<file path="config.mk">
export PLATFORM = sky130hd
export DESIGN_NAME = gfja_mul
export DESIGN_NICKNAME = d
export VERILOG_FILES = /design/src/gfja_pkg.sv /design/src/gfja_mul.sv
export SDC_FILE = /design/constraint.sdc
export NUM_CORES = 2
export LEC_CHECK = 0
export BUFFER_PORTS_ARGS = -buffer_cell sky130_fd_sc_hd__buf_2
export CAP_MARGIN = 20
export CORE_ASPECT_RATIO = 0.7
export CORE_MARGIN = 4
export CORE_UTILIZATION = 35
export DETAILED_ROUTE_END_ITERATION = 6
export GPL_ROUTABILITY_DRIVEN = 0
export PLACE_DENSITY_LB_ADDON = 0.15
export SKIP_LAST_GASP = 1
export SYNTH_ARGS = -nofsm -noshare
export SYNTH_HDL_FRONTEND = slang
export SYNTH_SLANG_ARGS = --single-unit
</file>
<file path="constraint.sdc">
create_clock -name aclk -period 9.2 [get_ports aclk]
set_input_delay 2.76 -clock aclk [delete_from_list [all_inputs] [get_ports aclk]]
set_output_delay 2.76 -clock aclk [all_outputs]
set_load 0.02 [all_outputs]
</file>
<file path="src/gfja_pkg.sv">
`timescale 1ns / 1ps

package gfja_pkg;

    localparam int FRAC_BITS   = 32;
    localparam int RSQRT_ITERS = 4;

    localparam int POS_W  = 48;
    localparam int DIFF_W = POS_W + 1;
    localparam int MASS_W = 47;
    localparam int SUM_W  = 64;
    localparam int C_W    = 30;
    localparam int MC_W   = MASS_W + C_W;
    localparam int H_W    = 6;
    localparam int E_W    = 9;

    localparam int MUL_A_W = 96;
    localparam int MUL_B_W = 64;
    localparam int MUL_P_W = 128;

    localparam int IN_DATA_W  = 336;
    localparam int OUT_DATA_W = 384;

    localparam logic [31:0] SEED_X_LOW  = 32'd1803886264;
    localparam logic [31:0] SEED_X_HIGH = 32'd1288490188;
    localparam logic [63:0] THREE_Q31   = 64'h0000_0001_8000_0000;
    localparam logic [63:0] S64_MAX     = 64'h7FFF_FFFF_FFFF_FFFF;
    localparam logic [63:0] S64_MIN     = 64'h8000_0000_0000_0000;
    localparam logic [H_W-1:0] H_START  = H_W'(31);
    localparam logic signed [E_W-1:0] E_BASE = E_W'(2 * FRAC_BITS - 28);

    typedef enum logic {
        FUNC_LOAD     = 1'b0,
        FUNC_INTERACT = 1'b1
    } func_t;

    typedef enum logic [4:0] {
        SQ_IDLE,
        SQ_R2,
        SQ_NORM,
        SQ_NR_Y2,
        SQ_NR_T,
        SQ_NR_Y,
        SQ_C_Y2,
        SQ_C_Y3,
        SQ_U,
        SQ_D,
        SQ_UV3,
        SQ_W,
        SQ_MC,
        SQ_ACC_MUL,
        SQ_ACC_ADD,
        SQ_JRK_MUL,
        SQ_JRK_ADD,
        SQ_OUT
    } seq_state_t;

    typedef enum logic [2:0] {
        MS_IDLE,
        MS_PROD,
        MS_DRAIN,
        MS_SIGN,
        MS_DONE
    } mul_state_t;

    typedef struct packed {
        logic               start;
        logic [MUL_A_W-1:0] a;
        logic [MUL_B_W-1:0] b;
    } mul_req_t;

    typedef struct packed {
        logic               done;
        logic [MUL_P_W-1:0] p;
    } mul_rsp_t;

    function automatic logic [63:0] clamp64(input logic [127:0] a);
        if (a[127:63] == '0 || a[127:63] == '1) begin
            return a[63:0];
        end
        return a[127] ? S64_MIN : S64_MAX;
    endfunction

    function automatic logic [63:0] addsat64(input logic [63:0] a, input logic [63:0] b);
        logic [63:0] s;
        s = a + b;
        if (a[63] == b[63] && s[63] != a[63]) begin
            return a[63] ? S64_MIN : S64_MAX;
        end
        return s;
    endfunction

    // multiply by 2^e: floor on the way down, saturate on the way up
    function automatic logic [63:0] scale_pow2(input logic [127:0] a,
                                               input logic signed [E_W-1:0] e);
        logic [127:0]   sh;
        logic [63:0]    v;
        logic [E_W-1:0] n;
        begin
            v = clamp64(a);
            n = E_W'(-e);
            if (e < 0) begin
                if (n >= E_W'(128)) begin
                    sh = {128{a[127]}};
                end else begin
                    sh = $signed(a) >>> n[6:0];
                end
                return clamp64(sh);
            end
            if (e == 0 || v == '0) begin
                return v;
            end
            if (e >= 64) begin
                return v[63] ? S64_MIN : S64_MAX;
            end
            sh = {{64{v[63]}}, v} << e[5:0];
            return clamp64(sh);
        end
    endfunction

endpackage

</file>
<file path="src/gfja_mul.sv">
`timescale 1ns / 1ps

module gfja_mul (
    input  logic               aclk,
    input  logic               aresetn,
    input  gfja_pkg::mul_req_t req,
    output gfja_pkg::mul_rsp_t rsp
);

    localparam logic [2:0] LAST_DIG = 3'd5;  // 3 x 2 digits of 32 bits

    gfja_pkg::mul_state_t state_reg, state_next;

    logic [gfja_pkg::MUL_A_W-1:0] amag_reg;
    logic [gfja_pkg::MUL_B_W-1:0] bmag_reg;
    logic                         neg_reg;
    logic [2:0]                   dig_reg;
    logic [63:0]                  pp_reg;
    logic [1:0]                   ppsh_reg;
    logic [gfja_pkg::MUL_P_W-1:0] acc_reg;
    logic [gfja_pkg::MUL_P_W-1:0] p_reg;

    logic load_en, pp_en, acc_en, sign_en;
    logic [gfja_pkg::MUL_P_W-1:0] pp_shifted;

    always_comb begin
        state_next = state_reg;
        case (state_reg)
            gfja_pkg::MS_IDLE:  if (req.start) state_next = gfja_pkg::MS_PROD;
            gfja_pkg::MS_PROD:  if (dig_reg == LAST_DIG) state_next = gfja_pkg::MS_DRAIN;
            gfja_pkg::MS_DRAIN: state_next = gfja_pkg::MS_SIGN;
            gfja_pkg::MS_SIGN:  state_next = gfja_pkg::MS_DONE;
            gfja_pkg::MS_DONE:  state_next = gfja_pkg::MS_IDLE;
            default:            state_next = gfja_pkg::MS_IDLE;
        endcase
    end

    always_comb begin
        load_en  = 1'b0;
        pp_en    = 1'b0;
        acc_en   = 1'b0;
        sign_en  = 1'b0;
        rsp.done = 1'b0;
        rsp.p    = p_reg;
        case (state_reg)
            gfja_pkg::MS_IDLE: load_en = req.start;
            gfja_pkg::MS_PROD: begin
                pp_en  = 1'b1;
                acc_en = (dig_reg != 3'd0);
            end
            gfja_pkg::MS_DRAIN: acc_en = 1'b1;
            gfja_pkg::MS_SIGN:  sign_en = 1'b1;
            gfja_pkg::MS_DONE:  rsp.done = 1'b1;
            default: ;
        endcase
    end

    assign pp_shifted = {64'd0, pp_reg} << {ppsh_reg, 5'd0};

    always_ff @(posedge aclk) begin
        if (!aresetn) begin
            state_reg <= gfja_pkg::MS_IDLE;
            dig_reg   <= 3'd0;
        end else begin
            state_reg <= state_next;
            if (load_en) begin
                dig_reg <= 3'd0;
            end else if (pp_en) begin
                dig_reg <= dig_reg + 3'd1;
            end
        end
    end

    always_ff @(posedge aclk) begin
        if (load_en) begin
            amag_reg <= req.a[gfja_pkg::MUL_A_W-1] ? -req.a : req.a;
            bmag_reg <= req.b[gfja_pkg::MUL_B_W-1] ? -req.b : req.b;
            neg_reg  <= req.a[gfja_pkg::MUL_A_W-1] ^ req.b[gfja_pkg::MUL_B_W-1];
            acc_reg  <= '0;
        end else if (acc_en) begin
            acc_reg <= acc_reg + pp_shifted;
        end
        if (pp_en) begin
            pp_reg   <= amag_reg[{dig_reg[2:1], 5'd0} +: 32] * bmag_reg[{dig_reg[0], 5'd0} +: 32];
            ppsh_reg <= dig_reg[2:1] + {1'b0, dig_reg[0]};
        end
        if (sign_en) begin
            p_reg <= neg_reg ? -acc_reg : acc_reg;
        end
    end

endmodule

</file>
=== After elaboration in Yosys (flattened, before gate mapping) ===
Cells that the tools add are included.

* Add/subtract/negate cells: 6
* Multipliers: 1
* Div/mod/pow operators: 0
* $lt $le $gt $ge: 0
* Equal/unequal tests: 7
* Shift operators: 3
* Multiplexer cells: 11
* Bitwise operators: 2
* Reductions and logical operators: 4

{| class="wikitable"
|+ Operators with widths
! kind !! count
|-
| $add A128 B128 Y128 || 1
|-
| $mux W128 || 1
|-
| $neg A128 Y128 || 1
|-
| $shl A64 B7 Y128 || 1
|-
| $neg A96 Y96 || 1
|-
| $shiftx A96 B8 Y32 || 1
|-
| $mux W95 || 1
|-
| $mul A32 B32 Y64 || 1
|-
| $neg A64 Y64 || 1
|-
| $shiftx A64 B7 Y32 || 1
|-
| $mux W63 || 1
|-
| $pmux W3 S4 || 1
|-
| $eq A3 B2 Y1 const B || 2
|-
| $eq A3 B3 Y1 const B || 2
|-
| $mux W3 || 2
|-
| $mux W1 || 4
|-
| $ne A2 B2 Y1 const B || 2
|-
| $add A3 B1 Y3 const B || 1
|-
| $eq A3 B1 Y1 const B || 1
|-
| $logic_not A3 Y1 || 1
|-
| $reduce_bool A3 Y1 || 1
|-
| $add A2 B1 Y2 || 1
|-
| $pmux W1 S2 || 1
|-
| $reduce_and A2 Y1 || 1
|-
| 3 further kinds || 3
|}

* Flip-flop bits (word level): 489
* Bits in latches: 0
* Memory bits (writable): 0
* Memory bits (read-only): 0
* Input port bits: 163
* Output and inout port bits: 129
* Logic and storage cells: 45
* Memories kept: 0

=== Longest topological paths before layout ===
* Depth in word-level cells: 3
* Gate-level depth with buffers: 36
* Gate-level depth less buffers: 33

=== Least setup slack after synthesis ===
OpenSTA, ideal clock, no wires.

* Kind: reg-to-reg
* From: register dig_reg[1]
* To: register pp_reg[53] (data pin)
* Library setup time: 0.263 ns
* Arrival: 9.114 ns
* Required time: 8.937 ns
* Path slack: -0.177 ns
* Stages on the path, launching flop included: 34
* Buffers on the path: 4
* Period minus slack after synthesis: 9.377 ns
* Cells stage by stage: dfxtp_1 > clkbuf_1 > clkbuf_1 > mux2i_1 > nor2_1 > a21oi_1 > clkbuf_1 > nor2_1 > fa_1 > fa_1 > fa_1 > inv_1 > fa_1 > inv_1 > fa_1 > inv_1 > fa_1 > inv_1 > fa_1 > fa_1 > ha_1 > clkbuf_1 > a21oi_1 > inv_1 > a21o_1 > a21oi_1 > o21ai_0 > a21o_1 > a221o_1 > a221oi_1 > o211ai_1 > a221o_1 > a311oi_1 > xnor2_1

* Word-level cells in the longest chain between the ends: 2

{| class="wikitable"
|+ RTL lines
! item !! line !! text
|-
| from (decl) || gfja_mul.sv:17 || <nowiki>logic [2:0] dig_reg;</nowiki>
|-
| from (signal assigned) || gfja_mul.sv:69 || <nowiki>dig_reg <= dig_reg + 3'd1;</nowiki>
|-
| $shiftx A96 B8 Y32 || gfja_mul.sv:84 || <nowiki>pp_reg <= amag_reg[{dig_reg[2:1], 5'd0} +: 32] * bmag_reg[{dig_reg[0], 5'd0} +: 32];</nowiki>
|-
| $mul A32 B32 Y64 || gfja_mul.sv:84 ||
|-
| to (signal assigned) || gfja_mul.sv:84 ||
|-
| to (decl) || gfja_mul.sv:18 || <nowiki>logic [63:0] pp_reg;</nowiki>
|}

No other way between the ends.
A chain may end at the register's enable or synchronous reset.

=== Worst setup path after layout ===
Ends and elaborated chain as after synthesis.

==> impl_metrics.yaml <==
critical_path:
  start_kind: "flip-flop"
  critical_path_class: "flip-flop to flip-flop"
  max_stage_delay_ns: 0.56
  cp.required_ns: 9.62
  critPathMaxFanout: 11
  crit_cells: 33
  r2r_start: "dig_reg[1]"
  crit_top_cell: "fa_1"
  worst-path-buf-inv: 9
  cp_top_family: "adder cells"
  worstSetupEndpoint: "pp_reg[53]"
  r2r_end: "pp_reg[53]"
  cp_slowest_cell: "fa_1"
  reg2reg_depth: 33
  rrSetupSlack_ns: 0.29
  startpoint: "dig_reg[1]"
  cp-end-kind: "flip-flop"
  cp.arrival_ns: 9.33
clock_network:
  cts_tree: "done"
  hold_buffers: 0
  clk_latency_ns: 0.69
  root_buffer: "clkbuf_16"
  clk_pin_slew_ns: 0.06
  cts_max_level: 2
  clock_path_buffers: 3
  cts_made_buffers: 56
  clock_sinks: 489
grt:
  track_usage: 0.256
  grt_pass1_wl_um: 364000
  grt_pass1_vias: 52600
  antenna_found_initial: 18
  overflow: 0
  grt_max_degree: 143
cells_and_area:
  final_nets: 8951
  final_util: 0.402
  drive_gt1_frac: 0.115
  syn_to_final_growth_pct: 13.3
  fillers: 18200
logic_synthesis:
  ys_types: 74
  synth_fa_ha_area_frac: 0.358
  syn_area_per_cell_um2: 8.92
  synth_top_family_by_area: "adder cells"
  synth_ff_type: "edfxtp_1"
  syn_inst: 7176
  synthMuxAreaShare: 0.0201
  synth_compound_area_frac: 0.114
  async_flop_share: 0
  ys_ff_latch: 489
  synth-edff-count: 355
  ys.warnings.count: 0
  ys_seq_area_frac: 0.209
  syn_area_um2: 64000
  syn_nets: 8632
  synth_xor_area_frac: 0.0637
  yosys.area_share.simple: 0.158
sta:
  whs_ns: 0.503
  worst_pin_slew_ns: 1.18
  finClkSkew_ns: 0.0441
  finalHoldViolCount: 0
  fmax_ghz: 0.112
  fin_crit_ns: 8.91
  setup_tns_ns: 0
  maxSlewHeadroom: 0.205
  finalSetupViolCount: 0
  fin_crit_sh: 0.968
  maxSlewViolCount: 0
  rsz0062_at_grt: "yes"
die:
  rows: 130
  io_pins: 292
  die_w_um: 519
  start_util: 0.354
  die_h_um: 366
  die_area_um2: 190000
  core-area_um2: 181000
run_status:
  status: "finished, final reports clean"
job:
  drv_cap: 0
hold_path:
  hp-class: "flip-flop to flip-flop"
detailed_routing:
  ant_nets: 0
  drtIter0Drc: 5783
  drcViolationCount: 0
  routed_wl_um: 250000
  wl_per_cell_um: 25.2
  drt_pass1_iterations: 7
  via_per_inst: 5.47
  via_count: 54300
place:
  port_buffers: 291
  dp_hpwl_um: 209000
[what timing repair did]
item                                    CTS  global route
setup buffers                             0            11
gates resized for setup                   3            49
gates cloned                              0             2
pin swaps                                 0             4
endpoints found under the setup margin   13            18
[through the flow]
step / setup slack (ns) / instance area, µm² / cells
2_1_floorplan: 0.00706 / 64000 / 7176
3_3_place_gp: -0.286 / 70300 / 9799
3_5_place_dp: -0.372 / 70300 / 9799
4_1_cts: 0.0602 / 72200 / 9904
5_1_grt: -0.0106 / 72500 / 9918
6_report: 0.291 / 72500 / 9921
[cell families after synthesis]
family | after synthesis
buffers and inverters | 1325
AOI/OAI and AO/OA | 1166
DFF | 489
xor gates and xnor gates | 465
and+or+nand+nor | 2313
adders and majority gates | 1293
muxes | 125
[worst reg2reg max path: cells and delay by family, from the launching register on]
| kind | cells | cell delay (ns) |
|---|---|---|
| flops | 1 | 0.42 |
| simple gates | 2 | 0.18 |
| mux | 1 | 0.20 |
| fa+ha+maj | 9 | 4.32 |
| buf+inv | 9 | 0.99 |
| xor+xnor | 1 | 0.09 |
| compound gates | 11 | 2.46 |
[how the worst min path moves through the flow]
| stage | startpoint | depth (start not counted) | to |
|---|---|---|---|
| CTS | acc_reg[127] | 2 | acc_reg[127] |
| floorplan | acc_reg[127] | 1 | acc_reg[127] |
| global placement | acc_reg[127] | 1 | acc_reg[127] |
| finish | acc_reg[127] | 2 | acc_reg[127] |
| detailed placement | acc_reg[127] | 2 | acc_reg[127] |
| global route | acc_reg[63] | 2 | acc_reg[63] |
[cell usage after synthesis (92+ instances only)]
cell        n  share of area
a21o_1    144          0.017
nand4_1    92         0.0090
fa_1      897           0.28
nand2_1   928          0.054
o31ai_1    95          0.011
inv_1     960          0.056
mux2i_1    95          0.015
nor2_1    797          0.047
edfxtp_1  355           0.17
clkbuf_1  347          0.020
ha_1      396          0.077
o21ai_0   303          0.024
dfxtp_1   134          0.042
xnor2_1   378          0.052
a21oi_1   353          0.028
[routing by layer]
layer / part of all wire / wire length (µm) / global-route usage
met1: 0.48 / 119000 / 0.401
met2: 0.38 / 95200 / 0.336
met3: 0.12 / 30200 / 0.0888
met4: 0.019 / 4860 / 0.0461
met5: 0.00076 / 191 / 0.00382
[layout by cell type (no fill, tap or decap), types with 72 or more instances in the layout]
| cell | netlist | layout |
|---|---|---|
| a21o_1 | 144 | 142 |
| a21oi_1 | 353 | 330 |
| buf_2 | 2 | 291 |
| buf_4 | 0 | 275 |
| dfxtp_1 | 134 | 131 |
| edfxtp_1 | 355 | 355 |
| fa_1 | 897 | 894 |
| ha_1 | 396 | 395 |
| inv_1 | 960 | 959 |
| nand2_1 | 928 | 928 |
| nand3_1 | 79 | 79 |
| nand4_1 | 92 | 92 |
| nor2_1 | 797 | 794 |
| nor3_1 | 72 | 72 |
| o21ai_0 | 303 | 298 |
| o31ai_1 | 95 | 94 |
| or3_1 | 72 | 72 |
| xnor2_1 | 378 | 377 |
| xor2_1 | 87 | 87 |
[cell type report]
class / instances / area [µm²] / share of cell area
inverters: 960 / 3610 / 0.0498
clock inverters: 40 / 400 / 0.00552
repair buffers: 626 / 4640 / 0.0639
multi-input cells: 5362 / 46100 / 0.636
flip-flops and latches: 489 / 13400 / 0.184
well taps: 2376 / 2970 / 0.0410
diodes: 3 / 7.51 / 0.000104
clock buffers: 65 / 1450 / 0.0200
Power is not shown: default switching activity piles up to over one toggle a cycle in this logic, so the estimate is an artifact.
